$ cat src/rtl/cqoc_pkg.sv
// Package: shared constants, control word types and the microcode table of the orbit counter.
package cqoc_pkg;

  localparam int WORD_WIDTH = 32;
  localparam int FRAC_BITS  = 28;
  localparam int PROD_W     = 2 * WORD_WIDTH;
  localparam int LIMIT_W    = 16;
  localparam int CFG_IDX_W  = 1;
  localparam int CFG_DATA_W = WORD_WIDTH;
  localparam int STEP_W     = 3;

  localparam logic [LIMIT_W-1:0]    LIMIT_RESET     = LIMIT_W'(256);
  localparam logic [WORD_WIDTH-1:0] THRESHOLD_RESET = WORD_WIDTH'(600239927);

  // Configuration register indexes
  localparam logic [CFG_IDX_W-1:0] REG_ITERATION_LIMIT = CFG_IDX_W'(0);
  localparam logic [CFG_IDX_W-1:0] REG_NORM_THRESHOLD  = CFG_IDX_W'(1);

  typedef enum logic {
    ST_IDLE,
    ST_RUN
  } seq_state_t;

  // Multiplier operand pairs (magnitudes of the z components)
  typedef enum logic [1:0] {
    MUL_AA,
    MUL_BB,
    MUL_AB
  } mul_sel_t;

  // Destination of the registered product, shifted and range checked
  typedef enum logic [2:0] {
    WB_NONE,
    WB_AA,
    WB_BB,
    WB_AB,
    WB_R2,
    WB_I2
  } wb_dst_t;

  typedef struct packed {
    logic     exit_chk;  // leave the loop when the count is reached or overflow is set
    mul_sel_t mul_sel;
    wb_dst_t  wb_dst;
    logic     upd_re;    // new real part into z
    logic     upd_im;    // new imaginary part into z
    logic     accum;     // sum the squares, compare and count
    logic     wrap;      // back to the head of the loop
  } ctrl_word_t;

  typedef struct packed {
    logic done;
    logic ov;
  } dp_status_t;

  localparam int UCODE_LEN = 8;

  function automatic ctrl_word_t ucode_rom(input logic [STEP_W-1:0] step);
    ctrl_word_t w;
    w = '{exit_chk: 1'b0, mul_sel: MUL_AA, wb_dst: WB_NONE, upd_re: 1'b0,
          upd_im: 1'b0, accum: 1'b0, wrap: 1'b0};
    case (step)
      3'd0: begin
        w.exit_chk = 1'b1;
        w.mul_sel  = MUL_AA;
      end
      3'd1: begin
        w.wb_dst  = WB_AA;
        w.mul_sel = MUL_BB;
      end
      3'd2: begin
        w.wb_dst  = WB_BB;
        w.mul_sel = MUL_AB;
      end
      3'd3: begin
        w.wb_dst = WB_AB;
        w.upd_re = 1'b1;
      end
      3'd4: begin
        w.upd_im  = 1'b1;
        w.mul_sel = MUL_AA;
      end
      3'd5: begin
        w.wb_dst  = WB_R2;
        w.mul_sel = MUL_BB;
      end
      3'd6: begin
        w.wb_dst = WB_I2;
      end
      3'd7: begin
        w.accum = 1'b1;
        w.wrap  = 1'b1;
      end
      default: begin
        w.wrap = 1'b1;
      end
    endcase
    return w;
  endfunction

endpackage

$ cat src/rtl/complex_quadratic_orbit_counter.sv
// Top level: microcoded orbit counter with configuration registers and result strobe.
// out_valid is registered from the exit check at step 0, after the loop passes have run:
// iteration_limit of them, or fewer once the arithmetic overflows (the overflowing pass included).
// One pixel at a time: a new start is taken only while idle, and the eight-step microcode
// loop runs around the single shared multiplier. The receiver cannot stall.
// Reset (synchronous, rst_n low): sequencer idle, limit 256, threshold sqrt(5) in Q4.28.
module complex_quadratic_orbit_counter (
  input  logic                                  clk,
  input  logic                                  rst_n,
  input  logic                                  start,
  output logic                                  busy,
  input  logic signed [cqoc_pkg::WORD_WIDTH-1:0] in_c_real,
  input  logic signed [cqoc_pkg::WORD_WIDTH-1:0] in_c_imag,
  output logic                                  out_valid,
  output logic [cqoc_pkg::LIMIT_W-1:0]          out_inside_count,
  output logic [cqoc_pkg::WORD_WIDTH-1:0]       out_final_norm,
  input  logic                                  cfg_we,
  input  logic [cqoc_pkg::CFG_IDX_W-1:0]        cfg_index,
  input  logic [cqoc_pkg::CFG_DATA_W-1:0]       cfg_wdata
);
  import cqoc_pkg::*;

  seq_state_t              state_r, state_nxt;
  logic [STEP_W-1:0]       step_r, step_nxt;
  logic [LIMIT_W-1:0]      limit_r;
  logic [WORD_WIDTH-1:0]   thresh_r;
  logic                    out_valid_r, out_valid_nxt;
  logic [LIMIT_W-1:0]      out_count_r;
  logic [WORD_WIDTH-1:0]   out_norm_r;

  logic                    accept;
  logic                    finish;
  ctrl_word_t              ucw;
  ctrl_word_t              ctrl;
  dp_status_t              dp_status;
  logic [LIMIT_W-1:0]      dp_count;
  logic [WORD_WIDTH-1:0]   dp_norm;

  // A start transfer is taken only while idle
  assign accept = start && (state_r == ST_IDLE);

  // Fetch the control word of the current step; drive a quiet word while idle
  assign ucw = ucode_rom(step_r);

  always_comb begin
    ctrl = ucw;
    if (state_r != ST_RUN) begin
      ctrl.wb_dst = WB_NONE;
      ctrl.upd_re = 1'b0;
      ctrl.upd_im = 1'b0;
      ctrl.accum  = 1'b0;
    end
  end

  // Conditional jump out of the loop: iteration count reached or overflow latched
  assign finish = (state_r == ST_RUN) && ucw.exit_chk && dp_status.done;

  always_comb begin
    state_nxt     = state_r;
    step_nxt      = step_r;
    out_valid_nxt = 1'b0;
    case (state_r)
      ST_IDLE: begin
        step_nxt = '0;
        if (accept) begin
          state_nxt = ST_RUN;
        end
      end
      ST_RUN: begin
        if (finish) begin
          state_nxt     = ST_IDLE;
          step_nxt      = '0;
          out_valid_nxt = 1'b1;
        end else if (ucw.wrap) begin
          step_nxt = '0;
        end else begin
          step_nxt = step_r + STEP_W'(1);
        end
      end
      default: begin
        state_nxt = ST_IDLE;
        step_nxt  = '0;
      end
    endcase
  end

  always_ff @(posedge clk) begin
    if (!rst_n) begin
      state_r     <= ST_IDLE;
      step_r      <= '0;
      out_valid_r <= 1'b0;
    end else begin
      state_r     <= state_nxt;
      step_r      <= step_nxt;
      out_valid_r <= out_valid_nxt;
    end
  end

  // Capture the result at the exit for its single strobe cycle; it holds until the next exit
  always_ff @(posedge clk) begin
    if (finish) begin
      out_count_r <= dp_count;
      out_norm_r  <= dp_norm;
    end
  end

  // Configuration registers; the user must write only while idle, the block does not enforce it
  always_ff @(posedge clk) begin
    if (!rst_n) begin
      limit_r  <= LIMIT_RESET;
      thresh_r <= THRESHOLD_RESET;
    end else if (cfg_we) begin
      case (cfg_index)
        REG_ITERATION_LIMIT: limit_r  <= cfg_wdata[LIMIT_W-1:0];
        REG_NORM_THRESHOLD:  thresh_r <= cfg_wdata[WORD_WIDTH-1:0];
        default: ;
      endcase
    end
  end

  cqoc_datapath u_datapath (
    .clk       (clk),
    .rst_n     (rst_n),
    .clear     (accept),
    .c_real    (in_c_real),
    .c_imag    (in_c_imag),
    .ctrl      (ctrl),
    .limit     (limit_r),
    .threshold (thresh_r),
    .status    (dp_status),
    .count     (dp_count),
    .norm      (dp_norm)
  );

  assign busy             = (state_r != ST_IDLE);
  assign out_valid        = out_valid_r;
  assign out_inside_count = out_count_r;
  assign out_final_norm   = out_norm_r;

endmodule

$ cat src/rtl/cqoc_datapath.sv
// Datapath: z registers, shared multiplier, range checks, norm and count accumulation.
module cqoc_datapath (
  input  logic                               clk,
  input  logic                               rst_n,
  input  logic                               clear,
  input  logic [cqoc_pkg::WORD_WIDTH-1:0]    c_real,
  input  logic [cqoc_pkg::WORD_WIDTH-1:0]    c_imag,
  input  cqoc_pkg::ctrl_word_t               ctrl,
  input  logic [cqoc_pkg::LIMIT_W-1:0]       limit,
  input  logic [cqoc_pkg::WORD_WIDTH-1:0]    threshold,
  output cqoc_pkg::dp_status_t               status,
  output logic [cqoc_pkg::LIMIT_W-1:0]       count,
  output logic [cqoc_pkg::WORD_WIDTH-1:0]    norm
);
  import cqoc_pkg::*;

  localparam int W = WORD_WIDTH;

  logic [W-1:0]       cr_r, ci_r;
  logic [W-1:0]       a_r, a_nxt, b_r, b_nxt;
  logic [W-1:0]       aa_r, bb_r, ab_r, r2_r, i2_r;
  logic [PROD_W-1:0]  p_r;
  logic               neg_r;
  logic               ov_r, ov_nxt;
  logic [W-1:0]       norm_r, norm_nxt;
  logic [LIMIT_W-1:0] count_r, count_nxt, iter_r, iter_nxt;

  logic [W-1:0]       mag_a, mag_b, op_x, op_y;
  logic [PROD_W-1:0]  sh_p;
  logic               wb_ov;
  logic [W+1:0]       nr_sum, ni_sum, ab_ext, sab;
  logic               nr_fits, ni_fits;
  logic [W:0]         sq_sum;

  assign mag_a = a_r[W-1] ? W'(-a_r) : a_r;
  assign mag_b = b_r[W-1] ? W'(-b_r) : b_r;

  always_comb begin
    case (ctrl.mul_sel)
      MUL_AA: begin
        op_x = mag_a;
        op_y = mag_a;
      end
      MUL_BB: begin
        op_x = mag_b;
        op_y = mag_b;
      end
      MUL_AB: begin
        op_x = mag_a;
        op_y = mag_b;
      end
      default: begin
        op_x = mag_a;
        op_y = mag_b;
      end
    endcase
  end

  // 2ab carries one fraction bit less; the norm squares (R2, I2) bound to the unsigned word, the rest to W-1 bits
  assign sh_p  = (ctrl.wb_dst == WB_AB) ? (p_r >> (FRAC_BITS - 1)) : (p_r >> FRAC_BITS);
  assign wb_ov = (ctrl.wb_dst == WB_R2 || ctrl.wb_dst == WB_I2) ?
                 (|sh_p[PROD_W-1:W]) : (|sh_p[PROD_W-1:W-1]);

  assign nr_sum  = {2'b00, aa_r} - {2'b00, bb_r} + {{2{cr_r[W-1]}}, cr_r};
  assign nr_fits = (nr_sum[W+1:W-1] == 3'b000) || (nr_sum[W+1:W-1] == 3'b111);
  assign ab_ext  = {2'b00, ab_r};
  assign sab     = neg_r ? -ab_ext : ab_ext;
  assign ni_sum  = sab + {{2{ci_r[W-1]}}, ci_r};
  assign ni_fits = (ni_sum[W+1:W-1] == 3'b000) || (ni_sum[W+1:W-1] == 3'b111);
  assign sq_sum  = {1'b0, r2_r} + {1'b0, i2_r};

  always_comb begin
    a_nxt     = a_r;
    b_nxt     = b_r;
    ov_nxt    = ov_r;
    norm_nxt  = norm_r;
    count_nxt = count_r;
    iter_nxt  = iter_r;
    if (ctrl.wb_dst != WB_NONE && wb_ov) begin
      ov_nxt = 1'b1;
    end
    if (ctrl.upd_re) begin
      a_nxt = nr_sum[W-1:0];
      if (!nr_fits) begin
        ov_nxt = 1'b1;
      end
    end
    if (ctrl.upd_im) begin
      b_nxt = ni_sum[W-1:0];
      if (!ni_fits) begin
        ov_nxt = 1'b1;
      end
    end
    if (ctrl.accum) begin
      iter_nxt = iter_r + LIMIT_W'(1);
      if (sq_sum[W]) begin
        ov_nxt = 1'b1;
      end else if (!ov_r) begin
        norm_nxt = sq_sum[W-1:0];
        if (sq_sum[W-1:0] < threshold) begin
          count_nxt = count_r + LIMIT_W'(1);
        end
      end
    end
  end

  always_ff @(posedge clk) begin
    if (!rst_n) begin
      ov_r    <= 1'b0;
      iter_r  <= '0;
      count_r <= '0;
      norm_r  <= '0;
    end else if (clear) begin
      ov_r    <= 1'b0;
      iter_r  <= '0;
      count_r <= '0;
      norm_r  <= '0;
    end else begin
      ov_r    <= ov_nxt;
      iter_r  <= iter_nxt;
      count_r <= count_nxt;
      norm_r  <= norm_nxt;
    end
  end

  always_ff @(posedge clk) begin
    p_r <= PROD_W'(op_x) * PROD_W'(op_y);
    if (clear) begin
      cr_r <= c_real;
      ci_r <= c_imag;
      a_r  <= '0;
      b_r  <= '0;
    end else begin
      a_r <= a_nxt;
      b_r <= b_nxt;
    end
    if (ctrl.upd_re) begin
      neg_r <= a_r[W-1] ^ b_r[W-1];
    end
    case (ctrl.wb_dst)
      WB_AA:   aa_r <= sh_p[W-1:0];
      WB_BB:   bb_r <= sh_p[W-1:0];
      WB_AB:   ab_r <= sh_p[W-1:0];
      WB_R2:   r2_r <= sh_p[W-1:0];
      WB_I2:   i2_r <= sh_p[W-1:0];
      default: ;
    endcase
  end

  assign status.done = (iter_r == limit) || ov_r;
  assign status.ov   = ov_r;
  assign count       = count_r;
  assign norm        = ov_r ? '1 : norm_r;

endmodule
$ cat config.mk
export PLATFORM = sky130hd
export DESIGN_NAME = complex_quadratic_orbit_counter
export DESIGN_NICKNAME = d
export VERILOG_FILES = /design/src/rtl/cqoc_pkg.sv /design/src/rtl/complex_quadratic_orbit_counter.sv /design/src/rtl/cqoc_datapath.sv
export SDC_FILE = /design/constraint.sdc
export NUM_CORES = 2
export LEC_CHECK = 0
export ABC_CLOCK_PERIOD_IN_PS = 11050
export BUFFER_PORTS_ARGS = -buffer_cell sky130_fd_sc_hd__buf_2
export CORE_AREA = 2 2 332 334
export DETAILED_ROUTE_END_ITERATION = 8
export DIE_AREA = 0 0 334 336
export PLACE_DENSITY = 0.69
export SETUP_SLACK_MARGIN = 0.3
export SLEW_MARGIN = 20
export SYNTH_ARGS = -nofsm -noshare
export SYNTH_HDL_FRONTEND = slang
export SYNTH_SLANG_ARGS = --single-unit
$ cat constraint.sdc
create_clock -name clk -period 11.05 [get_ports clk]
set_input_delay 2.21 -clock clk [delete_from_list [all_inputs] [get_ports clk]]
set_output_delay 2.21 -clock clk [all_outputs]
set_load 0.02 [all_outputs]
==> flow_summary.json <==
{
  "finalSetupViolations": 0,
  "core_area_um2": 108000,
  "skew_ns": 0.0275,
  "die_area_um2": 112000,
  "ff2ff_path_depth": 35,
  "cp-startpoint": "u_datapath.a_r[7]$_SDFFE_PP0P_",
  "place_area_um2": 60000,
  "cp-end-kind": "register",
  "remaining_drc_errors": 0,
  "synth_top_family_by_area": "adder cells",
  "period_share_pct": 94.9,
  "synth-edff-count": 273,
  "cp.depth": 35,
  "worstMarginPinSlew_ns": 1.20,
  "clk_pin_slew_worst_paths_ns": 0.07,
  "synth_mux_area_share_pct": 0.551,
  "chipHeight_um": 336,
  "rsz0062_at_grt": "yes",
  "hold_viol": 0,
  "hp-class": "register to register",
  "synth_cells": 6214,
  "detail_route.wirelength_um": 176000,
  "crit_end": "u_datapath.p_r[60]$_DFF_P_",
  "avgSynthCellArea_um2": 9.18,
  "io-pin-count": 151,
  "slowest_stage": "fa_1",
  "synthArstFlopShare_pct": 0,
  "drt-wirelength-per-cell_um": 22.6,
  "chipWidth_um": 334,
  "ys_seq_area_share_pct": 22.1,
  "status": "finished, final reports clean",
  "ctsHtreeMaxLevel": 2,
  "yosys_warnings": 0,
  "place_inst": 7692,
  "path_delay_family": "adder cells",
  "critPathMaxFanout": 9,
  "required_ns": 11.52,
  "place_congestion": 1.03,
  "top_register": "u_datapath.p_r",
  "clkSinkCount": 492,
  "area_growth_pct": 8.28,
  "start_util_pct": 52.6,
  "num_vias": 44896,
  "max_stage_delay_ns": 0.57,
  "antenna_found_initial": 9,
  "r2r-start": "u_datapath.a_r[7]$_SDFFE_PP0P_",
  "grt_first_pass_wirelength_um": 268000,
  "cts_made_buffers": 44,
  "leakage_uw": 0.0287,
  "r2r_slack_ns": 0.56,
  "design_area_um2": 61800,
  "finalNonFillerCells": 7787,
  "grt-ovfl-total": 0,
  "tritoncts": "done",
  "drive_gt1_share_pct": 8.41,
  "power.total_uw": 5340,
  "synthAdderAreaFrac_pct": 41.0,
  "synth_simple_gate_area_share_pct": 14.7,
  "track_usage_pct": 31.7,
  "synth_compound_area_share_pct": 9.23,
  "path_buf_inv": 6,
  "largest_reg_flops": 37,
  "r2r_end": "u_datapath.p_r[60]$_DFF_P_",
  "maxCapViolations": 0,
  "max_slew_margin_pct": 19.8,
  "criticalPathCategory": "register to register",
  "synthXorXnorAreaFrac_pct": 3.96,
  "nets": 7768,
  "drv_slew": 0,
  "ys_ff_latch": 492,
  "crit_path_start_kind": "register",
  "clk_latency_ns": 0.60,
  "num_rows": 121,
  "grt_pass1_vias": 45794,
  "hold_buffers": 0,
  "dp_hpwl_um": 140000,
  "ctsLongestPathBuffers": 3,
  "worstPathArrival_ns": 10.96,
  "grt_start_max_net_pins": 73,
  "fin_crit_ns": 10.49,
  "syn_nets": 7646,
  "ant_nets": 0,
  "cts_root_buf": "clkbuf_16",
  "peakVddDrop_v": 0.000122,
  "ys.flop_type": "edfxtp_1",
  "fmax_mhz": 95.3,
  "drt_iter0_markers": 3974,
  "powerDensity_nw_per_um2": 86.5,
  "crit_top_cell": "fa_1",
  "port-buffer-count": 150,
  "syn_area_um2": 57000,
  "via_per_inst": 5.77,
  "ys_types": 85,
  "dr.pass1.iters": 6
}
## worst min-delay path by stage
stage	cells after the start	slack (ns)	startpoint	endpoint
after floorplan	0	0.42	u_datapath.count[15]$_SDFFE_PP0P_	out_inside_count[15]$_DFFE_PP_
after global placement	0	0.43	u_datapath.count[15]$_SDFFE_PP0P_	out_inside_count[15]$_DFFE_PP_
after detailed placement	0	0.44	u_datapath.count[15]$_SDFFE_PP0P_	out_inside_count[15]$_DFFE_PP_
after CTS	0	0.45	u_datapath.count[15]$_SDFFE_PP0P_	out_inside_count[15]$_DFFE_PP_
after global routing	0	0.47	u_datapath.count[15]$_SDFFE_PP0P_	out_inside_count[15]$_DFFE_PP_
final	0	0.45	u_datapath.count[15]$_SDFFE_PP0P_	out_inside_count[15]$_DFFE_PP_
## layout by cell type (no fill, tap or decap), drive strengths merged, types with 11 or more instances in the layout
master     n
a211oi    26
a21boi    33
a21o      72
a21oi    229
a31oi     18
and2      19
and3      24
buf      339
clkbuf    55
clkinv    18
dfxtp    219
edfxtp   273
fa       899
ha       432
inv     1012
mux2i     28
nand2    932
nand2b    36
nand3     58
nand4     29
nor2     716
nor2b     22
nor3      34
nor4      11
o211ai    33
o21a      75
o21ai    187
o21bai    19
o31ai     34
o41ai     17
or2       47
or3       37
or4       23
xnor2    165
xor2      93
## cells by family (layout without fill, tap and decap cells)
family / count (synthesis) / in the layout
AO/OA/AOI/OAI: 821 / 821
XOR/XNOR: 258 / 258
flip-flops: 492 / 492
AND/OR/NAND/NOR: 2006 / 2006
buffers and inverters: 1275 / 1432
other: 0 / 2
multiplexers: 31 / 31
adder cells (fa/ha/maj): 1331 / 1331
## layer usage
layer	wire, um	track usage (%)	up-vias
li1	-	-	19893
met1	67600	40.9	22293
met2	79100	50.0	2092
met3	17300	6.59	616
met4	11800	17.4	2
met5	16	0	-
## timing repair
action | in CTS | in global routing
resized for setup | 5 | 37
pin swaps | 0 | 6
setup endpoints to repair | 18 | 21
setup buffers | 0 | 10
gates cloned | 0 | 1
## cell type report
type	count	area [um2]
Tap cell	1414	1770
Clock inverter	28	249
Clock buffer	53	1170
Inverter	1010	3790
Antenna cell	2	5.00
Multi-Input combinational cell	4447	39900
Fill cell	9677	46600
Sequential cell	492	12600
Timing Repair Buffer	341	2260
## synthesized netlist by cell type (34+ instances only)
| cell type | number | area, um2 |
|---|---|---|
| a21o_1 | 72 | 541 |
| a21oi_1 | 229 | 1150 |
| clkbuf_1 | 227 | 852 |
| dfxtp_1 | 219 | 4380 |
| edfxtp_1 | 273 | 8200 |
| fa_1 | 899 | 18000 |
| ha_1 | 432 | 5410 |
| inv_1 | 1009 | 3790 |
| nand2_1 | 932 | 3500 |
| nand2b_1 | 35 | 219 |
| nand3_1 | 58 | 290 |
| nor2_1 | 716 | 2690 |
| nor3_1 | 34 | 170 |
| o21a_1 | 75 | 563 |
| o21ai_0 | 155 | 776 |
| or2_2 | 46 | 288 |
| or3_1 | 36 | 225 |
| xnor2_1 | 165 | 1450 |
| xor2_1 | 93 | 815 |
## stage by stage
step	setup WS (ns)	TNS (ns)	utilization (%)	hold WS, ns
2_1_floorplan	1.13	0	-	0.417
3_3_place_gp	0.0394	0	55.4	0.426
3_5_place_dp	-0.0963	-0.249	55.4	0.436
4_1_cts	0.304	0	56.7	0.452
5_1_grt	0.244	0	57.0	0.467
6_report	0.560	0	57.0	0.449
## report_power, final
part           switching [uW]  internal, uW
logic                    1130           559
registers                40.2          2050
clock network             724           833
No activity file was read; power rests on OpenSTA's default activity.
